$ cat src/rtl/pcus_pkg.sv
`default_nettype none

package pcus_pkg;

    // Field widths of one update beat
    localparam int unsigned COORD_W = 8;
    localparam int unsigned KEY_W   = 64;
    localparam int unsigned HGT_W   = 16;
    localparam int unsigned TS_W    = 63;

    // Field widths of one result beat
    localparam int unsigned STATUS_W = 2;
    localparam int unsigned SLOT_W   = 8;

    // Result status codes
    localparam logic [STATUS_W-1:0] STATUS_WRITTEN = 2'd0;
    localparam logic [STATUS_W-1:0] STATUS_IGNORED = 2'd1;
    localparam logic [STATUS_W-1:0] STATUS_FULL    = 2'd2;

endpackage

`default_nettype wire

$ cat src/rtl/pcus_cell.sv
`default_nettype none

// One palette entry: holds a key, compares it with the query and passes
// the running hit flag and index on to the next cell every cycle.
module pcus_cell #(
    parameter int unsigned INDEX = 0,
    parameter int unsigned IDX_W = 8,
    parameter int unsigned CNT_W = 9
) (
    input  wire logic                       i_clk,
    input  wire logic                       i_rst_n,
    input  wire logic                       i_wr_en,
    input  wire logic [IDX_W-1:0]           i_wr_idx,
    input  wire logic [pcus_pkg::KEY_W-1:0] i_wr_key,
    input  wire logic [pcus_pkg::KEY_W-1:0] i_qry_key,
    input  wire logic [CNT_W-1:0]           i_count,
    input  wire logic                       i_hit,
    input  wire logic [IDX_W-1:0]           i_idx,
    output logic                            o_hit,
    output logic [IDX_W-1:0]                o_idx
);

    logic [pcus_pkg::KEY_W-1:0] r_key;
    logic                       r_hit;
    logic [IDX_W-1:0]           r_idx;
    logic                       n_hit;
    logic [IDX_W-1:0]           n_idx;
    logic                       live;

    // Only entries below the fill count take part in the compare
    assign live  = (i_count > CNT_W'(INDEX));
    assign n_hit = i_hit | (live && (r_key == i_qry_key));
    assign n_idx = i_hit ? i_idx : IDX_W'(INDEX);

    // Load the key on append
    always_ff @(posedge i_clk) begin
        if (i_wr_en && (i_wr_idx == IDX_W'(INDEX))) begin
            r_key <= i_wr_key;
        end
    end

    // Advance the hit token
    always_ff @(posedge i_clk) begin
        if (!i_rst_n) begin
            r_hit <= 1'b0;
        end else begin
            r_hit <= n_hit;
        end
    end

    always_ff @(posedge i_clk) begin
        r_idx <= n_idx;
    end

    assign o_hit = r_hit;
    assign o_idx = r_idx;

endmodule

`default_nettype wire

$ cat config.mk
export PLATFORM = sky130hd
export DESIGN_NAME = pcus_cell
export DESIGN_NICKNAME = d
export VERILOG_FILES = /design/src/rtl/pcus_pkg.sv /design/src/rtl/pcus_cell.sv
export SDC_FILE = /design/constraint.sdc
export NUM_CORES = 1
export LEC_CHECK = 0
export BUFFER_PORTS_ARGS = -buffer_cell sky130_fd_sc_hd__buf_2
export CAP_MARGIN = 20
export CORE_MARGIN = 2
export CORE_UTILIZATION = 47
export CTS_CLUSTER_SIZE = 20
export DETAILED_ROUTE_END_ITERATION = 7
export HOLD_SLACK_MARGIN = 0.02
export PLACE_DENSITY = 0.84
export SYNTH_ARGS = -nofsm -noshare
export SYNTH_HDL_FRONTEND = slang
export SYNTH_SLANG_ARGS = --single-unit
$ cat constraint.sdc
create_clock -name i_clk -period 14.3 [get_ports i_clk]
set_clock_uncertainty 0.2 [all_clocks]
set_input_delay 3.575 -clock i_clk [delete_from_list [all_inputs] [get_ports i_clk]]
set_output_delay 3.575 -clock i_clk [all_outputs]
set_load 0.005 [all_outputs]
==> metrics.cfg, run 1 <==
[floorplan]
fp.dieW_um=83.1
ios=166
die_y_um=83.1
start_util=0.490
die_area_um2=6900
fp-row-count=28
coreArea_um2=5990

[drt]
drc=0
wire_per_inst_um=13.9
drtAntennaViolNets=0
dr.pass1.iters=4
via_per_inst=4.69
vias=2025
drt_wl_total_um=6010
drtIter0Drc=106

[timing]
setup_viol=0
maxSlewViolCount=0
rsz0062_at_grt=no
final.min_clock_period_ns=5.18
setup_tns_ns=0
hold_viol_final=0
tightestPinTransition_ns=0.780
slew_headroom=0.480
fin_ws_ns=9.12
post-route-period-util=0.362
fmax_mhz=193

[yosys]
synth.area.top_cells=edfxtp_1, xor2_1, xnor2_1
synth_warnings=0
synth_seq_cells=73
synth.distinct_cells=14
synth_nets=332
syn_inst=175
ys_seq_area_frac=0.716
synth_top_area_frac=0.654
syn_area_um2=2940
synth_top_area_cell=edfxtp_1
synth_area_per_cell_um2=16.8

[hold_path]
hold_class=reg -> reg

[cts]
cts_buffers=9
holdBufCountCts=0
cts_setup_buffers=0
cts_sinks=73
tritoncts=yes
worstSkewPairLatency_ns=0.34
ctsResizeCount=0
h-tree-depth=3
cts.reportedPaths.clkPinSlew_ns=0.07
cts-root-buf=clkbuf_8
cts_buffer_depth=2

[cells_and_area]
areaGrowthSynthToFinish_pct=38.8
drive_gt1_frac=0.527
n_fill_cell=444
nNetsFinal=509
n_antenna_cell=0

[worst_setup_path]
startpoint_type=input port
endpoint_kind=flip-flop
crit_arrival_ns=4.94
crit_buf_inv=2
crit_required_ns=14.06
path_class=in -> reg
critPathMaxFanout=64
slowest_stage=buf_4
path_cells=buf_2 -> nor4_1 -> nand3b_1 -> nor4_2 -> buf_4
max_stage_delay_ns=0.67
crit_family=buffers and inverters

[global_route]
grt.overflow.total=0
antenna_found_initial=0
grt_usage=0.187
grt_max_degree=65
grt_pass1_wl_um=9940
grt_pass1_vias=2252

[pwr]
p_seq_frac=0.542
clkPwrFrac=0.376
power.density_nw_per_um2=106
combPwrFrac=0.082
vdd_drop_max_mv=0.0781
switching_share=0.200
netSwitchingPower_mw=0.0861
internal_power_mw=0.344
leakagePower_nw=1.67

[status]
status=finished clean

[placed_design]
portBuffers=165
place.gp.congestion=0.820
pre_cts_ws_ns=8.76
hpwl_um=4820

[run]
max-cap-violations=0

## routing by layer
layer  wire length (µm)  GRT usage  vias up
li1                   -          -     1002
met1               2200      0.204      912
met2               3190      0.335       98
met3                459     0.0408       13
met4                168      0.101        0
met5                  0          0        -
## flip-flops by register name (all words and copies together), names as in the netlist
name and count:
o_hit 1, r_key 64, o_idx 8
## worst reg2reg max path: stages, from the launching register on
cell and delay (ns):
edfxtp_1 0.38, xor2_1 0.16, nor4_2 0.30, nand4_1 0.13
nor4_1 0.41, a32o_2 0.23
## cell usage after synthesis (all sizes together)
master and number:
a32o 1, and2 8, dfxtp 9, edfxtp 64
nand3 2, nand3b 1, nand4 9, nor2 1
nor3 3, nor4 13, xnor2 28, xor2 36
## kinds of logic after synthesis
family | after synthesis | share of synthesized area
and+or+nand+nor | 37 | 0.0899
DFF | 73 | 0.716
AOI/OAI and AO/OA | 1 | 0.00383
xor gates and xnor gates | 64 | 0.191
## cells in the final DEF (no fill, tap or decap), types with 2 or more instances in the layout
| master | synthesis | layout |
|---|---|---|
| nand3_1 | 2 | 2 |
| edfxtp_1 | 64 | 64 |
| clkbuf_8 | 0 | 11 |
| dfxtp_1 | 9 | 9 |
| nor3_1 | 3 | 3 |
| and2_1 | 8 | 8 |
| nor4_2 | 4 | 5 |
| nor4_1 | 9 | 8 |
| nand4_1 | 8 | 8 |
| clkinvlp_4 | 0 | 2 |
| buf_2 | 0 | 165 |
| xnor2_1 | 28 | 28 |
| xor2_1 | 36 | 36 |
## final timing paths
kind	start	end	slack, ns	cells past startpoint
min	r_key[28]$_DFFE_PP_	o_hit$_SDFF_PN0_	0.58	4
max reg2reg	r_key[35]$_DFFE_PP_	o_hit$_SDFF_PN0_	12.43	5
min reg2reg	r_key[28]$_DFFE_PP_	o_hit$_SDFF_PN0_	0.58	4
max	i_wr_idx[2]	r_key[16]$_DFFE_PP_	9.12	5
## metrics by stage
stage / power (mW) / std cells / instance area, µm² / utilization / hold slack (ns)
floorplan: 0.248 / 175 / 2940 / - / 0.546
finish: 0.430 / 432 / 4080 / 0.680 / 0.584
global placement: 0.272 / 416 / 3870 / 0.646 / 0.578
global route: 0.447 / 432 / 4080 / 0.680 / 0.637
CTS: 0.435 / 432 / 4080 / 0.680 / 0.599
detailed placement: 0.274 / 416 / 3870 / 0.646 / 0.590
## layout make-up
| cell class | instances | area (µm²) | area share |
|---|---|---|---|
| clock buffer | 11 | 151 | 0.0371 |
| clock inverter | 5 | 53.8 | 0.0132 |
| timing repair buffer | 166 | 833 | 0.204 |
| sequential | 73 | 2100 | 0.516 |
| multi-input combinational | 102 | 842 | 0.207 |
| tap | 75 | 93.8 | 0.0230 |
## power by group through the flow
stage	clock [mW]	combinational, mW	sequential, mW
6_report	0.162	0.0351	0.233
2_1_floorplan	0	0.00986	0.238
3_3_place_gp	0	0.0342	0.238
5_1_grt	0.175	0.0389	0.233
4_1_cts	0.166	0.0356	0.233
3_5_place_dp	0	0.0354	0.238
No activity file was read; power rests on OpenSTA's default activity.
==> run 2: changes to the inputs <==
- CORE_UTILIZATION: 47 -> 44
- PLACE_DENSITY: 0.84 -> 0.79
- clock period: 14.3 -> 5.17 ns (I/O delays scaled with it)
==> run 2 against run 1 <==
Compared with the run above:
- final area down 0.71%
- critical path type unchanged
- sequential share of layout area up 0.37 points
- critical path depth unchanged
==> metrics.cfg, run 2 (synthesized netlist as in run 1, its figures left out) <==
[cts]
cts-root-buf=clkbuf_8
tritoncts=yes
ctsResizeCount=0  ; unchanged
cts_sinks=73  ; unchanged
worstSkewPairLatency_ns=0.33  ; about the same
h-tree-depth=3  ; unchanged
cts_setup_buffers=0  ; unchanged
cts_buffer_depth=2  ; unchanged
holdBufCountCts=0  ; unchanged
cts_buffers=9  ; unchanged
cts.reportedPaths.clkPinSlew_ns=0.07  ; about the same

[global_route]
grt.busiest_layer=met2
grt_util_met2=0.309  ; -0.0261
grt_pass1_vias=2101  ; -6.7%
grt_max_degree=65  ; unchanged
grt_pass1_wl_um=9430  ; -5.2%
antenna_found_initial=0  ; unchanged
grt_usage=0.171  ; -0.0160
met3_usage=0.0433  ; +0.00256
met1_usage=0.189  ; -0.0147
grt.overflow.total=0  ; unchanged

[worst_setup_path]
rrSetupSlack_ns=3.27  ; -9.16 ns
slowest_stage=buf_4
max_stage_delay_ns=0.66  ; about the same
critPathMaxFanout=64  ; unchanged
timing.rr.start=r_key[17]$_DFFE_PP_
path_class=in -> reg
path_cells=buf_2 -> nor4_1 -> nand3b_1 -> nor4_4 -> buf_4
crit_required_ns=4.92  ; -9.14 ns
startpoint_type=input port
worstRegToRegCells=5  ; unchanged
crit_arrival_ns=2.64  ; -2.30 ns
reg2reg_to=o_hit$_SDFF_PN0_
endpoint_kind=flip-flop

[hold_path]
hold_depth=4  ; unchanged
hold_path_startpoint=r_key[7]$_DFFE_PP_
holdPathEnd=o_hit$_SDFF_PN0_
hold_class=reg -> reg

[floorplan]
start_util=0.460  ; -0.0304
ios=166  ; unchanged
die_y_um=85.7  ; +3.2%
fp.dieW_um=85.7  ; +3.2%
die_area_um2=7350  ; +6.5%
coreArea_um2=6390  ; +6.6%
fp-row-count=29  ; +3.6%

[drt]
drtAntennaViolNets=0  ; unchanged
drc=0  ; unchanged
drt_wl_total_um=6000  ; -0.17%
dr.pass1.iters=6  ; +2
wire_per_inst_um=13.8  ; -0.63%
drtIter0Drc=85  ; -20%
vias=2009  ; -0.79%
via_per_inst=4.63  ; -1.2%

[timing]
rsz0062_at_grt=no
setup_viol=0  ; unchanged
maxSlewViolCount=0  ; unchanged
final.min_clock_period_ns=2.89
hold_viol_final=0  ; unchanged
slew_headroom=0.481  ; +0.00141
setup_tns_ns=0  ; unchanged
fmax_mhz=346
tightestPinTransition_ns=0.778  ; -0.00212 ns
post-route-period-util=0.559

[cells_and_area]
largest_reg_flops=64  ; unchanged
post-route-util=0.634  ; -0.0466
final_cell_mix=buf_2, edfxtp_1, xor2_1, xnor2_1, clkbuf_8
top_register=r_key
n_fill_cell=505  ; +14%
mostFrequentLayoutCell=buf_2
drive_gt1_frac=0.521  ; -0.00560
n_antenna_cell=0  ; unchanged
fin_area_um2=4050  ; -0.71%
areaGrowthSynthToFinish_pct=37.8
nNetsFinal=509  ; unchanged

[status]
status=finished clean

[pwr]
vdd_drop_max_mv=0.182  ; +130%
power.density_nw_per_um2=276  ; +160%
leakagePower_nw=1.66  ; -0.54%

[run]
max-cap-violations=0  ; unchanged

[placed_design]
dpl_cell_area_um2=3880  ; +0.29%
portBuffers=165  ; unchanged
hpwl_um=4850  ; +0.59%
place.gp.congestion=0.718  ; -12%

-- run 2: power breakdown --
part           internal [mW]  leakage, nW  switching [mW]
logic                 0.0613        0.924          0.0362
clock network          0.187       0.0877           0.186
registers              0.645        0.650         0.00153
total                  0.892         1.66           0.223
-- run 2: metal layers --
| layer | share of wire | routed length, µm | up-vias |
|---|---|---|---|
| met5 | 0 | 0 | - |
| met4 | 0.015 | 89 | 0 |
| met3 | 0.085 | 508 | 9 |
| met2 | 0.53 | 3180 | 103 |
| met1 | 0.37 | 2230 | 897 |
| li1 | - | - | 1000 |
-- run 2: layout make-up --
class / count / area, µm² / share of cell area
Sequential cell: 73 / 2100 / 0.519
Multi-Input combinational cell: 102 / 851 / 0.210
Timing Repair Buffer: 166 / 833 / 0.206
Clock buffer: 13 / 149 / 0.0368
Tap cell: 77 / 96.3 / 0.0238
Clock inverter: 3 / 16.3 / 0.00402
-- run 2: worst max-delay path: cells and delay by family --
kind	cells	cell delay, ns
AND/OR/NAND/NOR	3	0.55
buffers and inverters	2	0.75
-- run 2: how the worst max path moves through the flow --
stage,start,endpoint,slack [ns],cells after the start
global route,i_wr_idx[2],r_key[8]$_DFFE_PP_,2.14,5
floorplan,i_wr_idx[2],r_key[0]$_DFFE_PP_,0.81,3
global placement,i_wr_idx[2],r_key[13]$_DFFE_PP_,1.98,5
detailed placement,i_wr_idx[2],r_key[38]$_DFFE_PP_,1.95,5
CTS,i_wr_idx[2],r_key[8]$_DFFE_PP_,2.29,5
finish,i_wr_idx[2],r_key[34]$_DFFE_PP_,2.28,5
-- run 2: metrics by stage --
| step | setup WS, ns | cells | total power [mW] | hold slack (ns) |
|---|---|---|---|---|
| global placement | 1.98 | 418 | 0.754 | 0.593 |
| finish | 2.28 | 434 | 1.12 | 0.609 |
| CTS | 2.29 | 434 | 1.13 | 0.618 |
| detailed placement | 1.95 | 418 | 0.758 | 0.607 |
| floorplan | 0.808 | 175 | 0.687 | 0.546 |
| global route | 2.14 | 434 | 1.17 | 0.652 |
